==> src/design/jsp_pkg.sv <==
// shared types, constants and the microcode program of the julia set point test unit
// used by every module of the block; depends on nothing
package jsp_pkg;

    // fixed-point format and field widths
    localparam int DATA_W    = 32;
    localparam int FRAC_BITS = 20;
    localparam int PIX_W     = 16;
    localparam int PROD_W    = 2 * DATA_W;
    localparam int NUM_W     = PIX_W + DATA_W + 2;
    localparam int COLOR_W   = 8;
    localparam int PC_W      = 4;

    // |z|^2 escape bound, 1000 in unsigned Q25.40
    localparam logic [PROD_W:0] ESCAPE_LIMIT = (PROD_W + 1)'(1000) << (2 * FRAC_BITS);

    localparam logic [COLOR_W-1:0] COLOR_FULL = 8'hFF;
    localparam logic [COLOR_W-1:0] COLOR_NONE = 8'h00;

    // register reset values
    localparam logic signed [DATA_W-1:0] X_LEFT_RESET   = -32'sd1572864;
    localparam logic signed [DATA_W-1:0] X_RIGHT_RESET  = 32'sd1572864;
    localparam logic signed [DATA_W-1:0] Y_BOTTOM_RESET = -32'sd1572864;
    localparam logic signed [DATA_W-1:0] Y_TOP_RESET    = 32'sd1572864;
    localparam logic [PIX_W-1:0]         WIDTH_RESET    = 16'd1024;
    localparam logic [PIX_W-1:0]         HEIGHT_RESET   = 16'd1024;
    localparam logic signed [DATA_W-1:0] C_REAL_RESET   = -32'sd838861;
    localparam logic signed [DATA_W-1:0] C_IMAG_RESET   = 32'sd163578;

    // register map indexes
    typedef enum logic [2:0] {
        REG_X_LEFT,
        REG_X_RIGHT,
        REG_Y_BOTTOM,
        REG_Y_TOP,
        REG_IMAGE_WIDTH,
        REG_IMAGE_HEIGHT,
        REG_C_REAL,
        REG_C_IMAG
    } reg_idx_t;

    typedef struct packed {
        logic signed [DATA_W-1:0] x_left;
        logic signed [DATA_W-1:0] x_right;
        logic signed [DATA_W-1:0] y_bottom;
        logic signed [DATA_W-1:0] y_top;
        logic [PIX_W-1:0]         image_width;
        logic [PIX_W-1:0]         image_height;
        logic signed [DATA_W-1:0] c_real;
        logic signed [DATA_W-1:0] c_imag;
    } cfg_t;

    // datapath operations
    typedef enum logic [3:0] {
        OP_NOP,
        OP_ACCEPT,
        OP_MAP_X,
        OP_MAP_Y,
        OP_SUM_Y,
        OP_DIV_START,
        OP_LOAD_Z,
        OP_MUL,
        OP_ITER,
        OP_RESULT
    } op_t;

    // jump conditions
    typedef enum logic [2:0] {
        CND_NEVER,
        CND_ALWAYS,
        CND_NO_INPUT,
        CND_DIV_BUSY,
        CND_NOT_EXIT,
        CND_OUT_FREE
    } cond_t;

    typedef logic [PC_W-1:0] pc_t;

    typedef struct packed {
        op_t   op;
        cond_t cond;
        pc_t   target;
    } uword_t;

    typedef struct packed {
        logic in_valid;
        logic div_busy;
        logic iter_exit;
        logic out_free;
    } dp_status_t;

    // program step addresses
    localparam pc_t STEP_WAIT   = 4'd0;
    localparam pc_t STEP_MAP_X  = 4'd1;
    localparam pc_t STEP_MAP_Y  = 4'd2;
    localparam pc_t STEP_SUM_Y  = 4'd3;
    localparam pc_t STEP_DIV    = 4'd4;
    localparam pc_t STEP_DIV_WT = 4'd5;
    localparam pc_t STEP_LOAD_Z = 4'd6;
    localparam pc_t STEP_MUL    = 4'd7;
    localparam pc_t STEP_ITER   = 4'd8;
    localparam pc_t STEP_DONE   = 4'd9;
    localparam pc_t STEP_HOLD   = 4'd10;

    // control store: a jump is taken when its condition holds, else the next step follows
    function automatic uword_t ucode_rom(input pc_t pc);
        uword_t w;
        w = '{op: OP_NOP, cond: CND_ALWAYS, target: STEP_WAIT};
        case (pc)
            STEP_WAIT:   w = '{op: OP_ACCEPT,    cond: CND_NO_INPUT, target: STEP_WAIT};
            STEP_MAP_X:  w = '{op: OP_MAP_X,     cond: CND_NEVER,    target: STEP_WAIT};
            STEP_MAP_Y:  w = '{op: OP_MAP_Y,     cond: CND_NEVER,    target: STEP_WAIT};
            STEP_SUM_Y:  w = '{op: OP_SUM_Y,     cond: CND_NEVER,    target: STEP_WAIT};
            STEP_DIV:    w = '{op: OP_DIV_START, cond: CND_NEVER,    target: STEP_WAIT};
            STEP_DIV_WT: w = '{op: OP_NOP,       cond: CND_DIV_BUSY, target: STEP_DIV_WT};
            STEP_LOAD_Z: w = '{op: OP_LOAD_Z,    cond: CND_NEVER,    target: STEP_WAIT};
            STEP_MUL:    w = '{op: OP_MUL,       cond: CND_NEVER,    target: STEP_WAIT};
            STEP_ITER:   w = '{op: OP_ITER,      cond: CND_NOT_EXIT, target: STEP_MUL};
            STEP_DONE:   w = '{op: OP_RESULT,    cond: CND_OUT_FREE, target: STEP_WAIT};
            STEP_HOLD:   w = '{op: OP_NOP,       cond: CND_ALWAYS,   target: STEP_DONE};
            default:     w = '{op: OP_NOP,       cond: CND_ALWAYS,   target: STEP_WAIT};
        endcase
        return w;
    endfunction

endpackage

==> src/design/jsp_sequencer.sv <==
// microprogram sequencer: step counter, control store lookup and conditional jumps
// depends on jsp_pkg
module jsp_sequencer (
    input  logic                 aclk,
    input  logic                 aresetn,
    input  jsp_pkg::dp_status_t  status,
    output jsp_pkg::uword_t      ctrl
);
    import jsp_pkg::*;

    pc_t    pc_reg, pc_next;
    uword_t uword;
    logic   take;

    assign uword = ucode_rom(pc_reg);

    // jump condition of the current step
    always_comb begin
        unique case (uword.cond)
            CND_NEVER:    take = 1'b0;
            CND_ALWAYS:   take = 1'b1;
            CND_NO_INPUT: take = !status.in_valid;
            CND_DIV_BUSY: take = status.div_busy;
            CND_NOT_EXIT: take = !status.iter_exit;
            CND_OUT_FREE: take = status.out_free;
            default:      take = 1'b1;
        endcase
    end

    assign pc_next = take ? uword.target : pc_reg + PC_W'(1);

    always_ff @(posedge aclk) begin
        if (!aresetn) begin
            pc_reg <= STEP_WAIT;
        end else begin
            pc_reg <= pc_next;
        end
    end

    assign ctrl = uword;

endmodule

==> config.mk <==
export PLATFORM = sky130hd
export DESIGN_NAME = jsp_sequencer
export DESIGN_NICKNAME = d
export VERILOG_FILES = /design/src/design/jsp_pkg.sv /design/src/design/jsp_sequencer.sv
export SDC_FILE = /design/constraint.sdc
export NUM_CORES = 1
export LEC_CHECK = 0
export CORE_MARGIN = 10
export CORE_UTILIZATION = 25
export CTS_BUF_LIST = sky130_fd_sc_hd__clkbuf_2 sky130_fd_sc_hd__clkbuf_4 sky130_fd_sc_hd__clkbuf_8
export CTS_CLUSTER_DIAMETER = 30
export DETAILED_ROUTE_END_ITERATION = 7
export DONT_BUFFER_PORTS = 1
export PLACE_DENSITY_LB_ADDON = 0.08
export SLEW_MARGIN = 20
export SYNTH_ARGS = -nofsm -noshare
export SYNTH_HDL_FRONTEND = slang
export SYNTH_SLANG_ARGS = --single-unit
==> constraint.sdc <==
create_clock -name aclk -period 3.75 [get_ports aclk]
set_input_delay 0 -clock aclk [delete_from_list [all_inputs] [get_ports aclk]]
set_output_delay 0 -clock aclk [all_outputs]
set_load 0.005 [all_outputs]
## Word level (Yosys, flattened, before mapping)

Memory sizes are Yosys's and may differ from the RTL's. A register that Yosys moved wholly into a read port is not among the register bits.
Cells that the tools add are included.

- Register bits: 4
- Latch bits: 0
- Bits in writable memories: 0
- Bits in read-only memories: 176
- Input bits: 6
- Output and inout port bits: 11
- Memories kept: 1

Memories:

| name | depth | width | read ports | clocked after memory_dff | wr ports | line | RTL |
|---|---|---|---|---|---|---|---|
| (name not given) | 16 | 11 | 1 | 1 | 0 | jsp_pkg.sv:109 | `case (pc)` |

- Add/subtract/negate cells: 1
- Multiply operators: 0
- Divide/modulo/power cells: 0
- $lt $le $gt $ge: 0
- Equal/unequal tests: 4
- Shift operators: 0
- Multiplexer cells: 3
- Bitwise gates (word level): 0
- Reductions and logical operators: 3

Operator list:

| operator | number |
|---|---|
| 4-bit two-way mux | 2 |
| 3-bit by 2-bit == test with 1-bit output, second input constant | 2 |
| 3-bit == test, second input constant | 2 |
| 1-bit one-hot mux with 5 select lines | 1 |
| 4-bit by 1-bit adder with 4-bit output, second input constant | 1 |
| 3-bit logical NOT | 1 |
| 1-bit logical NOT | 2 |

## Logic depth before layout (Yosys ltp)

- Depth in word-level cells: 4
- Depth in mapped cells: 12
- Depth with buffers taken out: 11

## Worst setup path after synthesis

No wires, ideal clock.

- Path kind: flip-flop to flip-flop
- From: register, netlist name ctrl[5]
- To: register, netlist name ctrl[7]
- Library setup time: 0.145 ns
- Arrival: 2.488 ns
- Path slack: 1.117 ns
- Cell stages (with the launch flop): 13
- Path buffers: 1
- Period minus slack after synthesis: 2.633 ns
- Path through: dfxtp_1 nand2b_1 a32oi_2 o21a_1 buf_6 mux2i_1 inv_1 ha_1 o211a_1 a21oi_1 o22ai_1 a211oi_1 o221ai_1

- Longest elaborated chain between the ends: 4

Ends and longest elaborated chain:

| what | line | RTL |
|---|---|---|
| 3-bit == test, or another cell as far along | jsp_sequencer.sv:19 | `unique case (uword.cond)` |
| 1-bit one-hot mux with 5 select lines (*) | jsp_sequencer.sv:19 |  |
| 4-bit two-way mux (*) | jsp_sequencer.sv:30 | `assign pc_next = take ? uword.target : pc_reg + PC_W'(1);` |
| 4-bit two-way mux (no source line) (*) | n/a |  |

Every way passes the cells marked *; elsewhere a longest branch is shown, timed or not.
A chain may end at the register's enable or synchronous reset.

## Worst setup path in the final report

- From: register, netlist name ctrl[6]
- To: register, netlist name ctrl[7]

- Longest elaborated chain between the ends: 4

Ends and longest elaborated chain:

| what | line |
|---|---|
| 3-bit == test, or another cell as far along | jsp_sequencer.sv:19 |
| 1-bit one-hot mux with 5 select lines (*) | jsp_sequencer.sv:19 |
| 4-bit two-way mux (*) | jsp_sequencer.sv:30 |
| 4-bit two-way mux (no source line) (*) | n/a |

Marked as above.

==> results.ini <==
[floorplan]
core_region_area_um2 = 3390
chipWidth_um = 79.78
die_h_um = 79.78
start_util = 0.2636
io_pins = 17
die_area_um2 = 6365
rows = 21

[timing]
setup_violations = 0
fin_skew_ns = 0.002604
max-slew-margin-rel = 0.7306
hold_viol = 0
setup_tns_ns = 0
rsz0062_at_grt = false
slew_violations = 0
worstMarginPinSlew_ns = 0.4028
fin_crit_ns = 3.163
clock.fmax_mhz = 316.2
timing.final.crit_share = 0.8433

[global_routing]
overflow = 0
grt_max_degree = 11
grt_use_met3 = 0.04392
top_usage_layer = met2
grt.total_usage = 0.07460
grt_use_met1 = 0.09050
grt_pass1_wl_um = 3677
use_met2 = 0.1108
grt_pass1_vias = 685
antenna_found_initial = 0

[synthesis]
synth_common_cells = dfxtp_1 (14), nor2_1 (11), nand2_1 (9)
syn_avg_cell_area_um2 = 8.673
synth-adder-area-share = 0.05602
synth-edff-count = 0
async_flop_share = 0
ys_top_cells_by_area = dfxtp_1 (31%), ha_1 (5.6%), mux2i_1 (5.6%)
yosysTopAreaCell = dfxtp_1
synth_area_um2 = 893.4
synth.area.mux_share = 0.1064
synth.distinct_cells = 35
synth_compound_area_frac = 0.2311
ys.flop_type = dfxtp_1
syn_inst = 103
synthXorXnorAreaFrac = 0.01961
yosysMostFrequentCell = dfxtp_1
synthesis.nets = 113
yosys.area_share.simple = 0.2059
synth-seq-cells = 14
synth_top_family_by_area = compound AO/OA/AOI/OAI gates
yosysSeqAreaShare = 0.3137
synth_top_area_frac = 0.3137
synth_warnings = 0

[layout]
final_nets = 114
largest_reg_flops = 10
final_cell_area_um2 = 967.2
drive_above_1_share = 0.1262
nFillCells = 377
diodes = 0
area_delta_synth_final_pct = 8.263

[drt]
dr_total_vias = 723
finalWirelength_um = 2273
drtIter0Drc = 29
ant_nets = 0
wire_per_inst_um = 15.26
drt-pass1-iter-count = 4
viasPerCell = 4.852
drc = 0

[cts]
post_cts_buffers = 0
root_buffer = clkbuf_4
cts_sinks = 14
cts_resized = 0
cts_tree = done
clock_latency_ns = 0.28
cts_buffer_depth = 2
htree_levels = 1
clk_pin_slew_ns = 0.09
numCtsBuffers = 3

[placed_design]
place_hpwl_um = 1761
gp_congestion = 0.7262
postPlaceCellArea_um2 = 920.9
port_buffers = 0

[worst_hold_path]
min_path_type = in2reg
whs_path_depth = 2

[worst_setup_path]
critPathLaunchType = register
crit_type = reg2reg
cp.arrival_ns = 3.30
worst_ep_required_time_ns = 3.88
cp-end-kind = register
cp_max_fo = 6
ff2ff_path_depth = 11

[power]
p_clk_frac = 0.200
pwr-share-seq = 0.397
ir_drop_v = 0.0001713
pwr-share-comb = 0.402
swShare = 0.3998
leakage_uw = 0.0003447
p_per_area_nw_per_um2 = 580.7
p_sw_uw = 224.5
p_int_uw = 337.1

[outcome]
status = finished, final reports clean

[run]
max_cap_violations = 0

-- routing by layer --
metal	vias up	share of wire
li1	365	-
met1	337	0.48
met2	19	0.42
met3	2	0.089
met4	0	0.0053
met5	-	0
-- timing repair --
item,in CTS,in global routing
setup endpoints to repair,0,0
hold endpoints to repair,12,0
hold buffers,1,0
-- through the flow --
| step | worst slack (ns) | total power, uW | hold WS [ns] | util | cells |
|---|---|---|---|---|---|
| 4_1_cts | 0.5749 | 569.0 | 0.01662 | 0.2853 | 149 |
| 3_5_place_dp | 0.6060 | 452.8 | 0.1141 | 0.2717 | 144 |
| 3_3_place_gp | 0.6444 | 455.6 | 0.1163 | 0.2717 | 144 |
| 5_1_grt | 0.2861 | 612.5 | 0.003821 | 0.2853 | 149 |
| 6_report | 0.5874 | 561.6 | 0.01617 | 0.2853 | 149 |
| 2_1_floorplan | 1.117 | 406.5 | 0.2701 | - | 103 |
-- critical path, stage by stage, from the launching register on --
cell and delay [ns]:
dfxtp_1 0.42, inv_1 0.15, a32oi_2 0.32, o21a_1 0.34, mux2i_1 0.33, inv_1 0.16, ha_1 0.38, o211a_1 0.23
a21oi_1 0.11, o22ai_1 0.09, a211oi_1 0.30, o221ai_1 0.19
-- cell type report --
type | instances | area, um2 | share of cell area
clock buffer | 4 | 36.28 | 0.03752
inverter | 8 | 30.03 | 0.03105
multi-input combinational | 76 | 553.0 | 0.5718
timing repair buffer | 1 | 10.01 | 0.01035
sequential | 14 | 280.3 | 0.2898
tap | 46 | 57.56 | 0.05951
-- layout by cell type, fill, tap and decap left out, types with 3 or more instances in the layout --
cell,n
dfxtp_1,14
nor2_1,11
nand2_1,9
inv_1,8
a21oi_1,7
mux2i_1,5
nand2b_1,4
nor3b_1,4
ha_1,4
or3_1,3
clkbuf_4,3
-- cells by family after synthesis --
family | Yosys count
buffers and inverters | 13
AOI/OAI and AO/OA | 26
adders and majority gates | 4
muxes | 8
and+or+nand+nor | 36
DFF | 14
xor gates and xnor gates | 2
-- power by group through the flow --
stage / logic, uW / registers, uW / clock network (uW)
5_1_grt: 253 / 231 / 129
6_report: 226 / 223 / 113
2_1_floorplan: 192 / 214 / 0
3_5_place_dp: 224 / 229 / 0
3_3_place_gp: 227 / 228 / 0
4_1_cts: 228 / 225 / 116
-- path summary, 6_finish.rpt --
kind	startpoint	endpoint	slack (ns)
worst max-delay path	ctrl[6]	ctrl[7]	0.59
worst min-delay path	aresetn	pc_reg[3]	0.02
worst max register to register	ctrl[6]	ctrl[7]	0.59
worst min register to register	ctrl[0]	pc_reg[0]	0.59
Note: power is estimated with default switching activity, not from simulation.
